--- src/rtl/pse_pkg.sv ---
// Shared types and constants for the positional stack engine.
// Used by every module under rtl except pse_ram; depends on nothing.
`timescale 1ns / 1ps
`default_nettype none

package pse_pkg;

  // fixed field widths
  localparam int unsigned DataW  = 32;
  localparam int unsigned PosW   = 8;
  localparam int unsigned CountW = 9;

  // opcodes
  localparam logic [2:0] OP_PUSH   = 3'd0;
  localparam logic [2:0] OP_POP    = 3'd1;
  localparam logic [2:0] OP_INSERT = 3'd2;
  localparam logic [2:0] OP_DELETE = 3'd3;
  localparam logic [2:0] OP_DELRUN = 3'd4;
  localparam logic [2:0] OP_SEARCH = 3'd5;

  typedef enum logic [1:0] {
    ST_OK     = 2'd0,
    ST_EMPTY  = 2'd1,
    ST_FULL   = 2'd2,
    ST_BADPOS = 2'd3
  } status_e;

  // command beat
  typedef struct packed {
    logic [2:0]              opcode;
    logic signed [DataW-1:0] value;
    logic [PosW-1:0]         position;
    logic [PosW-1:0]         run_length;
  } cmd_t;

  // result beat
  typedef struct packed {
    status_e                 status;
    logic                    found;
    logic signed [DataW-1:0] top_value;
    logic [CountW-1:0]       entry_count;
  } rsp_t;

  // work plan for one command, indexes at full count width
  typedef struct packed {
    status_e           status;
    logic              search;
    logic              move_up;
    logic              wr_val;
    logic [CountW-1:0] src;
    logic [CountW-1:0] dst;
    logic [CountW-1:0] moves;
    logic [CountW-1:0] wr_idx;
    logic [CountW-1:0] new_count;
  } plan_t;

endpackage

`default_nettype wire

--- src/rtl/pse_ram.sv ---
// Generic single-write, single-read synchronous RAM with registered read data.
// No package dependency.
`timescale 1ns / 1ps
`default_nettype none

module pse_ram #(
  parameter int unsigned Width = 32,
  parameter int unsigned Depth = 16
) (
  input  wire logic                     clk_i,
  input  wire logic                     we_i,
  input  wire logic [$clog2(Depth)-1:0] waddr_i,
  input  wire logic [Width-1:0]         wdata_i,
  input  wire logic [$clog2(Depth)-1:0] raddr_i,
  output logic      [Width-1:0]         rdata_o
);

  logic [Width-1:0] mem_q [Depth];

  // write port
  always_ff @(posedge clk_i) begin
    if (we_i) begin
      mem_q[waddr_i] <= wdata_i;
    end
  end

  // registered read port
  always_ff @(posedge clk_i) begin
    rdata_o <= mem_q[raddr_i];
  end

endmodule

`default_nettype wire

--- src/rtl/pse_dec.sv ---
// Command decoder: checks a command against the current count and plans
// the entry moves, the value write and the new count. Depends on pse_pkg.
`timescale 1ns / 1ps
`default_nettype none

module pse_dec #(
  parameter int unsigned DEPTH = 16
) (
  input  wire pse_pkg::cmd_t                    cmd_i,
  input  wire logic [$clog2(DEPTH+1)-1:0]       count_i,
  output pse_pkg::plan_t                        plan_o
);

  logic [pse_pkg::CountW-1:0] cnt;
  logic [pse_pkg::CountW-1:0] pos;
  logic [pse_pkg::CountW-1:0] run;
  logic [pse_pkg::CountW-1:0] ins_p;
  logic [pse_pkg::CountW-1:0] del_p;
  logic [pse_pkg::CountW-1:0] num;
  logic                       full;
  logic                       pos_zero;

  // clamped positions
  always_comb begin
    cnt      = pse_pkg::CountW'(count_i);
    pos      = pse_pkg::CountW'(cmd_i.position);
    run      = pse_pkg::CountW'(cmd_i.run_length);
    full     = (cnt >= pse_pkg::CountW'(DEPTH));
    pos_zero = (cmd_i.position == '0);
    ins_p    = (cmd_i.opcode == pse_pkg::OP_PUSH || pos > cnt) ?
               cnt + pse_pkg::CountW'(1) : pos;
    del_p    = (cmd_i.opcode == pse_pkg::OP_POP || pos > cnt) ? cnt : pos;
    num      = (cmd_i.opcode != pse_pkg::OP_DELRUN) ? pse_pkg::CountW'(1) :
               ((run > del_p) ? del_p : run);
  end

  // plan per opcode
  always_comb begin
    plan_o           = '0;
    plan_o.status    = pse_pkg::ST_OK;
    plan_o.new_count = cnt;
    unique case (cmd_i.opcode) inside
      pse_pkg::OP_PUSH, pse_pkg::OP_INSERT: begin
        if (cmd_i.opcode == pse_pkg::OP_INSERT && pos_zero) begin
          plan_o.status = pse_pkg::ST_BADPOS;
        end else if (full) begin
          plan_o.status = pse_pkg::ST_FULL;
        end else begin
          // shift entries at and above the slot up by one, top first
          plan_o.moves     = cnt + pse_pkg::CountW'(1) - ins_p;
          plan_o.src       = cnt - pse_pkg::CountW'(1);
          plan_o.dst       = cnt;
          plan_o.move_up   = 1'b0;
          plan_o.wr_val    = 1'b1;
          plan_o.wr_idx    = ins_p - pse_pkg::CountW'(1);
          plan_o.new_count = cnt + pse_pkg::CountW'(1);
        end
      end
      pse_pkg::OP_POP, pse_pkg::OP_DELETE, pse_pkg::OP_DELRUN: begin
        if (cmd_i.opcode != pse_pkg::OP_POP && pos_zero) begin
          plan_o.status = pse_pkg::ST_BADPOS;
        end else if (cnt == '0) begin
          plan_o.status = pse_pkg::ST_EMPTY;
        end else begin
          // close the gap: entries above the run move down by num, bottom first
          plan_o.moves     = (num == '0) ? '0 : cnt - del_p;
          plan_o.src       = del_p;
          plan_o.dst       = del_p - num;
          plan_o.move_up   = 1'b1;
          plan_o.new_count = cnt - num;
        end
      end
      pse_pkg::OP_SEARCH: begin
        plan_o.search = 1'b1;
        plan_o.moves  = cnt;
        plan_o.src    = '0;
      end
      default: begin
        plan_o.status = pse_pkg::ST_OK;
      end
    endcase
  end

endmodule

`default_nettype wire

--- src/rtl/pse_seq.sv ---
// Sequencer: walks the entry memory one read and one write at a time to
// shift, write, scan and fetch the top entry. Depends on pse_pkg and pse_ram.
`timescale 1ns / 1ps
`default_nettype none

module pse_seq #(
  parameter int unsigned DEPTH = 16
) (
  input  wire logic                               clk_i,
  input  wire logic                               rst_ni,
  input  wire logic                               accept_i,
  input  wire pse_pkg::plan_t                     plan_i,
  input  wire logic signed [pse_pkg::DataW-1:0]   value_i,
  output logic                                    busy_o,
  output logic                                    done_o,
  output logic [$clog2(DEPTH+1)-1:0]              count_o,
  output pse_pkg::status_e                        status_o,
  output logic                                    found_o,
  output logic [pse_pkg::DataW-1:0]               rdata_o
);

  localparam int unsigned IW = $clog2(DEPTH);
  localparam int unsigned CW = $clog2(DEPTH + 1);

  localparam logic [2:0] S_IDLE    = 3'd0;
  localparam logic [2:0] S_MV_RD   = 3'd1;
  localparam logic [2:0] S_MV_WR   = 3'd2;
  localparam logic [2:0] S_WR_VAL  = 3'd3;
  localparam logic [2:0] S_SR_RD   = 3'd4;
  localparam logic [2:0] S_SR_CMP  = 3'd5;
  localparam logic [2:0] S_TOP_RD  = 3'd6;
  localparam logic [2:0] S_TOP_DAT = 3'd7;

  logic [2:0]               state_q, state_d;
  logic [CW-1:0]            count_q, count_d;
  logic [CW-1:0]            moves_q, moves_d;
  logic [IW-1:0]            src_q, src_d;
  logic [IW-1:0]            dst_q, dst_d;
  logic [IW-1:0]            wr_idx_q, wr_idx_d;
  logic                     up_q, up_d;
  logic                     wr_val_q, wr_val_d;
  logic                     found_q, found_d;
  pse_pkg::status_e         status_q, status_d;
  logic [pse_pkg::DataW-1:0] val_q, val_d;

  logic                      ram_we;
  logic [IW-1:0]             ram_waddr;
  logic [pse_pkg::DataW-1:0] ram_wdata;
  logic [IW-1:0]             ram_raddr;
  logic [pse_pkg::DataW-1:0] ram_rdata;
  logic [CW-1:0]             top_idx;
  logic [CW-1:0]             plan_moves;

  assign top_idx    = count_q - CW'(1);
  assign plan_moves = plan_i.moves[CW-1:0];

  // entry storage
  pse_ram #(
    .Width(pse_pkg::DataW),
    .Depth(DEPTH)
  ) u_ram (
    .clk_i  (clk_i),
    .we_i   (ram_we),
    .waddr_i(ram_waddr),
    .wdata_i(ram_wdata),
    .raddr_i(ram_raddr),
    .rdata_o(ram_rdata)
  );

  // memory port selection
  always_comb begin
    ram_we    = 1'b0;
    ram_waddr = dst_q;
    ram_wdata = ram_rdata;
    ram_raddr = (state_q == S_TOP_RD) ? top_idx[IW-1:0] : src_q;
    if (state_q == S_MV_WR) begin
      ram_we = 1'b1;
    end else if (state_q == S_WR_VAL) begin
      ram_we    = 1'b1;
      ram_waddr = wr_idx_q;
      ram_wdata = val_q;
    end
  end

  // sequencer next state
  always_comb begin
    state_d  = state_q;
    count_d  = count_q;
    moves_d  = moves_q;
    src_d    = src_q;
    dst_d    = dst_q;
    wr_idx_d = wr_idx_q;
    up_d     = up_q;
    wr_val_d = wr_val_q;
    found_d  = found_q;
    status_d = status_q;
    val_d    = val_q;
    unique case (state_q)
      S_IDLE: begin
        if (accept_i) begin
          count_d  = plan_i.new_count[CW-1:0];
          moves_d  = plan_moves;
          src_d    = plan_i.src[IW-1:0];
          dst_d    = plan_i.dst[IW-1:0];
          wr_idx_d = plan_i.wr_idx[IW-1:0];
          up_d     = plan_i.move_up;
          wr_val_d = plan_i.wr_val;
          status_d = plan_i.status;
          val_d    = value_i;
          found_d  = 1'b0;
          if (plan_i.search && plan_moves != '0) begin
            state_d = S_SR_RD;
          end else if (plan_moves != '0) begin
            state_d = S_MV_RD;
          end else if (plan_i.wr_val) begin
            state_d = S_WR_VAL;
          end else begin
            state_d = S_TOP_RD;
          end
        end
      end
      S_MV_RD: begin
        state_d = S_MV_WR;
      end
      S_MV_WR: begin
        // one entry moved per read/write pair
        src_d   = up_q ? src_q + IW'(1) : src_q - IW'(1);
        dst_d   = up_q ? dst_q + IW'(1) : dst_q - IW'(1);
        moves_d = moves_q - CW'(1);
        if (moves_q == CW'(1)) begin
          state_d = wr_val_q ? S_WR_VAL : S_TOP_RD;
        end else begin
          state_d = S_MV_RD;
        end
      end
      S_WR_VAL: begin
        state_d = S_TOP_RD;
      end
      S_SR_RD: begin
        state_d = S_SR_CMP;
      end
      S_SR_CMP: begin
        // compare one entry, bottom up
        if (ram_rdata == val_q) begin
          found_d = 1'b1;
        end
        src_d   = src_q + IW'(1);
        moves_d = moves_q - CW'(1);
        state_d = (moves_q == CW'(1)) ? S_TOP_RD : S_SR_RD;
      end
      S_TOP_RD: begin
        state_d = S_TOP_DAT;
      end
      S_TOP_DAT: begin
        state_d = S_IDLE;
      end
      default: begin
        state_d = S_IDLE;
      end
    endcase
  end

  // control registers
  always_ff @(posedge clk_i or negedge rst_ni) begin
    if (!rst_ni) begin
      state_q <= S_IDLE;
      count_q <= '0;
      moves_q <= '0;
    end else begin
      state_q <= state_d;
      count_q <= count_d;
      moves_q <= moves_d;
    end
  end

  // payload registers
  always_ff @(posedge clk_i) begin
    src_q    <= src_d;
    dst_q    <= dst_d;
    wr_idx_q <= wr_idx_d;
    up_q     <= up_d;
    wr_val_q <= wr_val_d;
    found_q  <= found_d;
    status_q <= status_d;
    val_q    <= val_d;
  end

  assign busy_o   = (state_q != S_IDLE);
  assign done_o   = (state_q == S_TOP_DAT);
  assign count_o  = count_q;
  assign status_o = status_q;
  assign found_o  = found_q;
  assign rdata_o  = ram_rdata;

endmodule

`default_nettype wire

--- src/rtl/positional_stack_engine_core.sv ---
// Top level of the positional stack engine: decoder, sequencer and result beat.
// Depends on pse_pkg, pse_dec, pse_seq and pse_ram.
`timescale 1ns / 1ps
`default_nettype none

// Bounded stack of DEPTH signed 32-bit words with push, pop, insert and delete
// at a 1-based position from the bottom, delete of a run, and search. A command
// beat is taken when start is high and busy is low; exactly one result beat
// follows, shown for one cycle with done_o high, and the receiver cannot stall
// it. The words live in one synchronous RAM with one write and one registered
// read port, so every entry that moves is read and then written back.
// After accept, the entries that shift (those at or above the insert slot, or
// above the deleted ones) move first, push and insert then write the value,
// and the top entry is read for the result beat; a search instead compares the
// stored entries bottom up before the top read. Errors, unused opcodes, and
// search or delete on nothing to move go to the top read. busy stays high until
// the result beat has been shown; no clearing pass is needed after reset.
module positional_stack_engine_core #(
  parameter int unsigned DEPTH = 16
) (
  input  wire logic          clk_i,
  input  wire logic          rst_ni,
  input  wire logic          start,
  output logic               busy,
  input  wire pse_pkg::cmd_t cmd_i,
  output logic               done_o,
  output pse_pkg::rsp_t      rsp_o
);

  localparam int unsigned CW = $clog2(DEPTH + 1);

  logic                      accept;
  logic                      seq_busy;
  logic [CW-1:0]             count;
  pse_pkg::plan_t            plan;
  pse_pkg::status_e          status;
  logic                      found;
  logic [pse_pkg::DataW-1:0] rdata;

  // command beat handshake
  assign accept = start & ~seq_busy;
  assign busy   = seq_busy;

  pse_dec #(
    .DEPTH(DEPTH)
  ) u_dec (
    .cmd_i  (cmd_i),
    .count_i(count),
    .plan_o (plan)
  );

  pse_seq #(
    .DEPTH(DEPTH)
  ) u_seq (
    .clk_i   (clk_i),
    .rst_ni  (rst_ni),
    .accept_i(accept),
    .plan_i  (plan),
    .value_i (cmd_i.value),
    .busy_o  (seq_busy),
    .done_o  (done_o),
    .count_o (count),
    .status_o(status),
    .found_o (found),
    .rdata_o (rdata)
  );

  // result beat, top reads as zero on an empty stack
  always_comb begin
    rsp_o             = '0;
    rsp_o.status      = status;
    rsp_o.found       = found;
    rsp_o.top_value   = (count == '0) ? '0 : $signed(rdata);
    rsp_o.entry_count = pse_pkg::CountW'(count);
  end

endmodule

`default_nettype wire

--- config.mk ---
export PLATFORM = sky130hd
export DESIGN_NAME = positional_stack_engine_core
export DESIGN_NICKNAME = d
export VERILOG_FILES = /design/src/rtl/pse_pkg.sv /design/src/rtl/pse_ram.sv /design/src/rtl/pse_dec.sv /design/src/rtl/pse_seq.sv /design/src/rtl/positional_stack_engine_core.sv
export SDC_FILE = /design/constraint.sdc
export NUM_CORES = 1
export LEC_CHECK = 0
export BUFFER_PORTS_ARGS = -buffer_cell sky130_fd_sc_hd__buf_2
export CELL_PAD_IN_SITES_DETAIL_PLACEMENT = 0
export CELL_PAD_IN_SITES_GLOBAL_PLACEMENT = 2
export CORE_MARGIN = 4
export CORE_UTILIZATION = 48
export DETAILED_ROUTE_END_ITERATION = 8
export HOLD_SLACK_MARGIN = 0.06
export MAX_ROUTING_LAYER = met4
export PLACE_DENSITY = 0.87
export SLEW_MARGIN = 25
export SYNTH_ARGS = -nofsm -noshare
export SYNTH_HDL_FRONTEND = slang
export SYNTH_SLANG_ARGS = --single-unit
--- constraint.sdc ---
create_clock -name clk_i -period 12.2 [get_ports clk_i]
set_clock_uncertainty 0.15 [all_clocks]
set_input_delay 2.44 -clock clk_i [delete_from_list [all_inputs] [get_ports clk_i]]
set_output_delay 2.44 -clock clk_i [all_outputs]
set_load 0.1 [all_outputs]
# --- Word level (Yosys, flattened, before mapping) ---
# Memory sizes are Yosys's and may differ from the RTL's. A register that Yosys moved wholly into a read port is not among the register bits.
# Index checks and enable logic that the tools add are counted.
# Widths: inputs -> output; s select.
classes:
  n_eq_ne: 22
  add_sub_neg: 13
  n_mux: 54
  order_cmp: 3
  reduce_logical: 28
  bitwise_logic: 3
op_table:
  columns: ["op", "count"]
  rows:
  - ["$mux 32", 3]
  - ["$mux 46", 2]
  - ["$mux 22", 2]
  - ["$eq 32x32->1", 1]
  - ["$mux 4", 7]
  - ["$mux 8", 3]
  - ["$pmux 3 s8", 1]
  - ["$pmux 4 s2", 3]
  - ["$pmux 5 s2", 2]
  - ["$eq 3x3->1 const B", 6]
  - ["$logic_not 9->1", 2]
  - ["$mux 3", 6]
  - ["$mux 9", 2]
  - ["$mux 5", 3]
  - ["$pmux 5 s3", 1]
  - ["$eq 3x2->1 const B", 4]
  - ["$pmux 4 s3", 1]
  - ["$sub 4x1->4 const B", 3]
  - ["$mux 1", 11]
  - ["$ne 2x2->1 const B", 5]
  - ["$sub 5x8->9", 1]
  - ["$sub 8x9->9", 1]
  - ["$sub 9x1->9 const B", 1]
  - ["$sub 9x9->9", 1]
  - ["31 further kinds", 51]
totals:
  out_inout_bits: 46
  inputBits: 54
  reg_bits: 62
  word_cells: 135
  mem_count: 1
  ram_bits: 512
mem_list:
  columns: ["name", "words", "width", "rd", "rd_ports_with_merged_regs", "wr", "line_no", "text"]
  rows:
  - ["u_seq.u_ram.mem_q", 16, 32, 1, 1, 1, "pse_ram.sv:18", "logic [Width-1:0] mem_q [Depth];"]

# --- Longest topological paths before layout ---
# Gate-level depths: netlist of run 1.
logic_depth:
  word_depth: 16
  ltp_mapped: 26
  ltp_nobuf: 24

# --- Hierarchy ---
# Synthesis of run 1 repeated with hierarchy kept, for this count alone.
hier_totals:
  cells_unflattened: 1523
  area_unflattened_um2: 25996.2
by_module_without_submodules:
  columns: ["module", "instances", "cells_each", "area_per_inst_um2", "seq_area_each_um2"]
  rows:
  - ["pse_ram", 1, 838, 19835.3, 16015.4]
  - ["pse_seq", 1, 285, 3399.5, 1796.7]
  - ["pse_dec", 1, 353, 2392.3, 0.0]
  - ["positional_stack_engine_core", 1, 47, 369.1, 0.0]

# --- Least setup slack after synthesis of run 1 ---
# OpenSTA, ideal clock, no wires.
synth_timing:
  path_kind: "input to register"
  from: "input port cmd_i[12] (netlist name)"
  to: "register u_seq.count_q[4] (netlist: u_seq.count_o[4])"
  path_buffers: 1
  t_required_ps: 11962
  path_slack_ps: 5174
  path_stages: 23
  arrival_time_ps: 6788
  setup_ps: 88
  path_cell_list: "ha_1 > or4_4 > a211oi_2 > a21oi_2 > nor2_4 > mux2i_1 > ha_1 > and2_1 > nand4_1 > o31a_1 > and2_1 > buf_2 > nand2_1 > o21ai_0 > nand2_1 > ha_1 > fa_1 > inv_1 > a21o_1 > a21oi_1 > xnor2_1 > o32a_1 > o22ai_1"
synth_between:
  elab_chain_cells: 10
  word_cells_on_any_way: 16
  classes_between: "add/sub: 1; order compare: 2; eq/ne: 2; mux: 6; reduce/logical: 5"
synth_lines:
  columns: ["item", "line_no", "text"]
  rows:
  - ["start, declared", "positional_stack_engine_core.sv:25", "input wire pse_pkg::cmd_t cmd_i,"]
  - ["$gt 8x5->1", "pse_dec.sv:32", "del_p = (cmd_i.opcode == pse_pkg::OP_POP || pos > cnt) ? cnt : pos;"]
  - ["$logic_or 1x1->1", "pse_dec.sv:32", null]
  - ["$mux 8", "pse_dec.sv:32", null]
  - ["$gt 8x8->1", "pse_dec.sv:34", "((run > del_p) ? del_p : run);"]
  - ["$mux 8", "pse_dec.sv:34", null]
  - ["$mux 8", "pse_dec.sv:33", "num = (cmd_i.opcode != pse_pkg::OP_DELRUN) ? pse_pkg::CountW'(1) :"]
  - ["$sub 5x5->5", "pse_dec.sv:70", "plan_o.new_count = cnt - num;"]
  - ["$mux 5", "pse_dec.sv:62", "end else if (cnt == '0) begin"]
  - ["$mux 5", "pse_dec.sv:60", "if (cmd_i.opcode != pse_pkg::OP_POP && pos_zero) begin"]
  - ["$pmux 5 s2", "pse_dec.sv:42", "unique case (cmd_i.opcode) inside"]
  - ["end signal, assigned", "pse_seq.sv:171", "count_q <= count_d;"]
  - ["end, declared", "pse_seq.sv:35", "logic [CW-1:0] count_q, count_d;"]
# Parallel ways exist; a longest one is shown, timed or not. The select of a mux whose other input is x is not followed.
# A chain may end at the register's enable or synchronous reset.

# --- Worst setup path after layout of run 1 ---
# Same ends and word-level chain as after synthesis.

==> metrics, run 1 <==
Crit path required time=between 10000 and 15000 ps; remaining antenna violation count after routing=0; final cell count without fillers=between 2000 and 3000; area grow syn2layout=12.1%; gr ovfl total=0; Yosys cell types=68; sequential cell area=~0.018 mm2; reg2reg setup slack=about 6300 ps; core area=about 0.054 mm2; synth warn=0; number of synthesized register bits=about 610; Slew Limit Fails=0; post-layout net count=2059; first-pass GRT wire length=about 94000 um; post-route core utilization=a little over half; hold_sp=u_seq.moves_q[2]$_DFFE_PN0P_; ant diodes=0; Final TNS setup=0 ps; post-CTS setup buffers=0; Slowest Stage Delay on Critical Path=between 500 and 600 ps; wire length per cell=between 20 and 25 um; Reg clk slew, reported paths=approximately 70 ps; Min-Delay Endpoint=u_seq.moves_q[2]$_DFFE_PN0P_; routability cong.=between 0.8 and 0.9; dpl ws=4510 ps; DIE AREA=0.0583 mm2; IO Count=100; initial antenna violation count=0; Total GRT Usage=22.1%; Final setup viols=0; fin crit share=58.0%; Resize count post-CTS=0; Leakage=just under 10 nW; Top cell by count, worst path=ha_1; area leader, netlist=edfxtp_1; share of layout cells above drive strength 1=between 10% and 20%; worst r2r src=u_seq.count_o[4]$_DFFE_PN0P_; routed wire length=around 63000 um; H-tree lvl count=2; PnR worst setup slack=about 5100 ps; syn_area_per_cell=between 10 and 15 um2; fillers=around 4400; HP Class=reg2reg; CTS tree=built; FF-to-FF path depth=23; crit path DAT=7460 ps; outcome=complete, no violations; Post-route DRC=0; Area after DPL=around 0.027 mm2; Worst setup SP type=input port; Die Y=approximately 240 um; Crit. End Element=flop; CP max FO=12; vias in the first global route=between 15000 and 20000; max-cap viol count=0; Slew @ Worst Pin=around 1100 ps; Yosys top cell area share=64.4%; Slew HR=26.3%; placed cell count=2597; Tmin final=7070 ps; IO Port Bufs=between 90 and 100; final non-filler cell area=0.0293 mm2; synthesized instance count=between 1500 and 2000; Vias=roughly 16000; crit-path cells=buf_2 -> ha_1 -> or4_4 -> a211oi_2 -> a21oi_2 -> nor2_4 -> mux2i_1 -> ha_1 -> and2_1 -> nand4_1 -> o31a_1 -> and2_1 -> nand2_1 -> o21ai_0 -> nand2_1 -> ha_1 -> fa_1 -> inv_1 -> a21o_1 -> a21oi_1 -> xnor2_1 -> o32a_1 -> o22ai_1; Post-synth ARST share=under 10%; router iterations before antenna repair=5; area taken by multi-input logic gates=0.00788 mm2; Final Hold Vio Count=0; maximum buffer depth of the clock tree=3; FMAX=between 0.1 and 0.15 GHz; FP Rows=between 80 and 90; Crit Path Class=in2reg; Die Wd=241 um; Initial Util=roughly 49%; cell area after synthesis=0.0262 mm2; # clock sinks=between 600 and 700; Crit-path slowest cell=mux2i_1; RSZ-0062 raised after global routing=false; worst-case vdd ir drop=0.305 mV; synth top area cells=edfxtp_1 64%, a211oi_1 6.5%, mux2i_1 2.8%; Clock Latency Late Sink=620 ps; hpwl dp=34300 um; clock root cell=clkbuf_16; pwr dens=286 mW/mm2; Post-synth EDFFs=561; predominant post-synthesis flop cell=edfxtp_1; pin count of the biggest net entering global routing=201; sequential share of the synthesized area=68.1%; Hold Path Stages=2; via/cell ratio=~6; Num CTS Buffers=60; CTS Hold Bufs=0; Initial DRC Count=between 1000 and 1500; worst r2r dst=u_seq.count_o[4]$_DFFE_PN0P_
-- cells in the final DEF, fill, tap and decap left out, drive strengths merged, types with 51 or more instances in the layout --
cell,count
a211oi,229
nand2,154
nor2b,102
edfxtp,561
a31oi,72
mux2i,72
a21oi,94
nor2,51
clkbuf,85
buf,124
and2,70
-- layer usage --
metal	vias up	part of all wire [%]	global-route usage, %
li1	7371	-	-
met1	7932	43	29.5
met2	455	49	36.0
met3	102	5.3	2.80
met4	0	2.3	6.31
met5	-	0	-
-- layout make-up --
class,count,share of cell area [%]
well taps,696,2.97
multi-input cells,1131,26.9
repair buffers,124,2.46
inverters,40,0.512
flip-flops and latches,606,60.8
clock buffers,85,5.58
clock inverters,26,0.815
-- per-stage QoR --
stage / power (W) / hold WS [ps]
6_report: 0.00837 / 412
4_1_cts: 0.00842 / 418
5_1_grt: 0.00885 / 459
2_1_floorplan: 0.00575 / 359
3_5_place_dp: 0.00664 / 405
3_3_place_gp: 0.00658 / 405
-- worst max-delay path by stage --
stage | from | endpoint | slack [ps] | depth (start not counted)
5_1_grt | cmd_i[12] | u_seq.count_o[4]$_DFFE_PN0P_ | 4740 | 22
3_3_place_gp | cmd_i[12] | u_seq.count_o[4]$_DFFE_PN0P_ | 4630 | 23
3_5_place_dp | cmd_i[12] | u_seq.count_o[4]$_DFFE_PN0P_ | 4510 | 23
2_1_floorplan | cmd_i[12] | u_seq.count_o[4]$_DFFE_PN0P_ | 5170 | 23
4_1_cts | cmd_i[12] | u_seq.count_o[4]$_DFFE_PN0P_ | 5150 | 23
6_report | cmd_i[12] | u_seq.count_o[4]$_DFFE_PN0P_ | 5130 | 23
-- cells by family after synthesis --
kind of cell	count (synthesis)	synth area share (%)
adders and majority gates	42	2.15
and+or+nand+nor	444	8.79
AOI/OAI and AO/OA	473	12.2
buffers and inverters	166	2.54
DFF	606	68.1
muxes	105	4.18
other	2	0.0287
xor gates and xnor gates	60	2.01
-- report_power, final --
group / leakage [nW] / internal (W) / switching, W
combinational: 3.48 / 0.00108 / 0.00255
sequential: 5.47 / 0.00280 / 0.000170
clock: 0.905 / 0.00102 / 0.000753
-- sequential cells by signal, indices dropped and copies added, names as in the netlist --
register and count:
u_seq.state_q 3, u_seq.found_o 1, u_seq.count_o 5, u_seq.u_ram.rdata_o 32, u_seq.dst_q 4, u_seq.up_q 1
u_seq.wr_val_q 1, u_seq.moves_q 5, u_seq.status_o 2, u_seq.val_q 32, u_seq.wr_idx_q 4, u_seq.u_ram.mem_q 512
u_seq.src_q 4
-- synth_stat cells (15+ instances only) --
cell / count
edfxtp_1: 561
a211oi_1: 228
nand2_1: 154
nor2b_1: 102
clkbuf_1: 93
a21oi_1: 92
mux2i_1: 72
a31oi_1: 71
and2_1: 70
nor2_1: 50
inv_1: 39
ha_1: 37
dfxtp_1: 32
mux2_2: 32
xor2_1: 31
xnor2_1: 29
o21ai_0: 25
buf_2: 19
nor3_1: 15
-- worst max-delay path, delay by kind of cell --
| family | cells | cell delay, ps |
|---|---|---|
| AND/OR/NAND/NOR | 7 | 1550 |
| AO/OA/AOI/OAI | 8 | 1360 |
| adder cells (fa/ha/maj) | 4 | 1210 |
| multiplexers | 1 | 570 |
| buffers and inverters | 2 | 200 |
| XOR/XNOR | 1 | 150 |
No activity file was read; power rests on OpenSTA's default activity.
==> run 2, diff against run 1 <==
- CORE_UTILIZATION: 48 -> 40
- PLACE_DENSITY: 0.87 -> 0.77
- clock period: 12.2 -> 6.25 ns (I/O delays scaled with it)
==> run 2 against run 1 <==
Routed wire length grew 6.7%. Sequential share of layout area shrank 1.8 points. Highest routed layer unchanged. Clock power grew 120%. Total power grew 100%. Flip-flop and latch count is the same. Core utilization shrank 7.6 points. Cell area grew 3.0%. Critical path depth shrank 1. Sequential power grew 94%. Critical path type unchanged. Largest cell class unchanged. Critical endpoint unchanged. Global-route usage shrank 2.7 points. Count of clock-buffer cells in the layout grew 10. Register-to-register slack lost 5200 ps.
==> metrics, run 2 (synthesized netlist as in run 1, its figures left out) <==
Tmin final=~5500 ps; Leakage=10.2 nW (+3.5%); CP max FO=8 (-4); RSZ-0062 raised after global routing=false; post-CTS setup buffers=0 (unchanged); clock root cell=clkbuf_16; wire length per cell=23.1 um (-0.40%); Final Hold Vio Count=0 (unchanged); Slew @ Worst Pin=1030 ps (-72.6 ps); ant diodes=0 (unchanged); Largest regs=u_seq.u_ram.mem_q (512), u_seq.u_ram.rdata_o (32), u_seq.val_q (32); # clock sinks=606 (unchanged); first-pass GRT wire length=99600 um (+6.0%); via/cell ratio=5.48 (-6.5%); Resize count post-CTS=0 (unchanged); Crit. Startpoint=cmd_i[12]; reg2reg setup slack=1100 ps (-5160 ps); FMAX=between 0.15 and 0.2 GHz; Die Y=264 um (+9.2%); Initial Util=40.5% (-8.0 points); Initial DRC Count=1314 (+15%); Hold Path Stages=2 (unchanged); pwr dens=566 mW/mm2 (+98%); max-cap viol count=0 (unchanged); Final TNS setup=0 ps (unchanged); CTS tree=built; worst r2r src=u_seq.count_o[4]$_DFFE_PN0P_; core area=0.0646 mm2 (+20%); final cell count without fillers=2901 (+7.1%); IO Count=100 (unchanged); worst-case vdd ir drop=0.389 mV (+28%); placed cell count=2779 (+7.0%); router iterations before antenna repair=5 (unchanged); worst r2r dst=u_seq.count_o[4]$_DFFE_PN0P_; Worst setup SP type=input port; area grow syn2layout=15.4%; initial antenna violation count=0 (unchanged); CTS Hold Bufs=0 (unchanged); outcome=complete, no violations; IO Port Bufs=95 (unchanged); Crit Path Class=in2reg; HP Class=reg2reg; share of layout cells above drive strength 1=15.2% (+1.7 points); vias in the first global route=15605 (+1.2%); Num CTS Buffers=68 (+13%); DIE AREA=0.0696 mm2 (+19%); post-layout net count=2090 (+1.5%); most common cell after layout, fill and taps aside=edfxtp_1; Final setup viols=0 (unchanged); hold_sp=u_seq.moves_q[4]$_DFFE_PN0P_; Die Wd=264 um (+9.2%); Vias=15890 (+0.19%); Crit path required time=6620 ps (-5960 ps); Clock Latency Late Sink=600 ps (-20 ps); remaining antenna violation count after routing=0 (unchanged); fin crit share=roughly nine tenths; routability cong.=0.838 (-4.0%); Reg clk slew, reported paths=50 ps (-20 ps); largest register by flop count=u_seq.u_ram.mem_q; Total GRT Usage=19.4% (-2.7 points); Crit. End Element=flop; routed wire length=67100 um (+6.7%); Post-route DRC=0 (unchanged); crit path DAT=5900 ps (-1560 ps); FF-to-FF path depth=22 (-4.3%); FP Rows=93 (+9.4%); max reg flops=512 (unchanged); hpwl dp=39000 um (+14%); H-tree lvl count=3 (+1); maximum buffer depth of the clock tree=3 (unchanged); commonest cells after routing, fill and taps aside=561 x edfxtp_1, 228 x a211oi_1, 153 x nand2_1, 102 x nor2b_1, 95 x buf_2; pin count of the biggest net entering global routing=133 (-34%); Slew Limit Fails=0 (unchanged); Min-Delay Endpoint=u_seq.moves_q[4]$_DFFE_PN0P_; gr ovfl total=0 (unchanged); Slew HR=31.0% (+4.7 points)
## run 2: cell types whose count changed in the layout (fill, tap and decap cells not counted), sizes merged
cell and change:
clkbuf +10, bufinv +2, buf +23, clkinvlp -1
## run 2: cell type report
class	instances	area, um2
clock buffer	95	1920
tap	855	1070
fill	5682	34400
clock inverter	27	324
inverter	40	150
sequential	606	17800
timing repair buffer	147	1040
multi-input combinational	1131	7880
## run 2: metal layers
metal / routed length, um / vias to the layer above / track usage [%]
met5: 0 / - / -
met4: 1320 / 0 / 4.65
met3: 3850 / 88 / 3.95
met2: 32300 / 413 / 31.1
met1: 29700 / 7946 / 25.7
li1: - / 7443 / -
## run 2: power breakdown
group	internal, W	switching, W
combinational	0.00219	0.00519
clock	0.00240	0.00156
sequential	0.00547	0.000277
## run 2: how the worst max path moves through the flow
stage                                   end  slack, ps
2_1_floorplan  u_seq.count_o[4]$_DFFE_PN0P_        330
3_3_place_gp   u_seq.count_o[4]$_DFFE_PN0P_        250
3_5_place_dp   u_seq.count_o[4]$_DFFE_PN0P_        180
4_1_cts        u_seq.count_o[4]$_DFFE_PN0P_        810
5_1_grt        u_seq.count_o[4]$_DFFE_PN0P_        430
6_report       u_seq.count_o[4]$_DFFE_PN0P_        720
## run 2: through the flow
| stage | setup slack (ps) | util, % | area [um2] | power, W | hold WS (ps) |
|---|---|---|---|---|---|
| 2_1_floorplan | 327 | - | 26200 | 0.0112 | 359 |
| 3_3_place_gp | 246 | 43.0 | 27800 | 0.0131 | 385 |
| 3_5_place_dp | 185 | 43.3 | 28000 | 0.0132 | 392 |
| 4_1_cts | 806 | 46.8 | 30200 | 0.0172 | 392 |
| 5_1_grt | 431 | 46.8 | 30200 | 0.0181 | 404 |
| 6_report | 721 | 46.8 | 30200 | 0.0171 | 406 |
## run 2: worst max-delay path, stage by stage
cell and delay [ps]:
buf_2 130, ha_1 190, or4_4 540, a211oi_2 270, a21oi_2 170, nor2_4 160, mux2i_1 290, ha_1 300
nor2b_1 140, o21ai_0 160, nand4bb_1 200, and2_1 280, o21ai_0 210, nand2_1 110, ha_1 230, fa_1 430
inv_1 80, a21o_1 110, a21oi_1 70, xnor2_1 150, o32a_1 290, o22ai_1 140
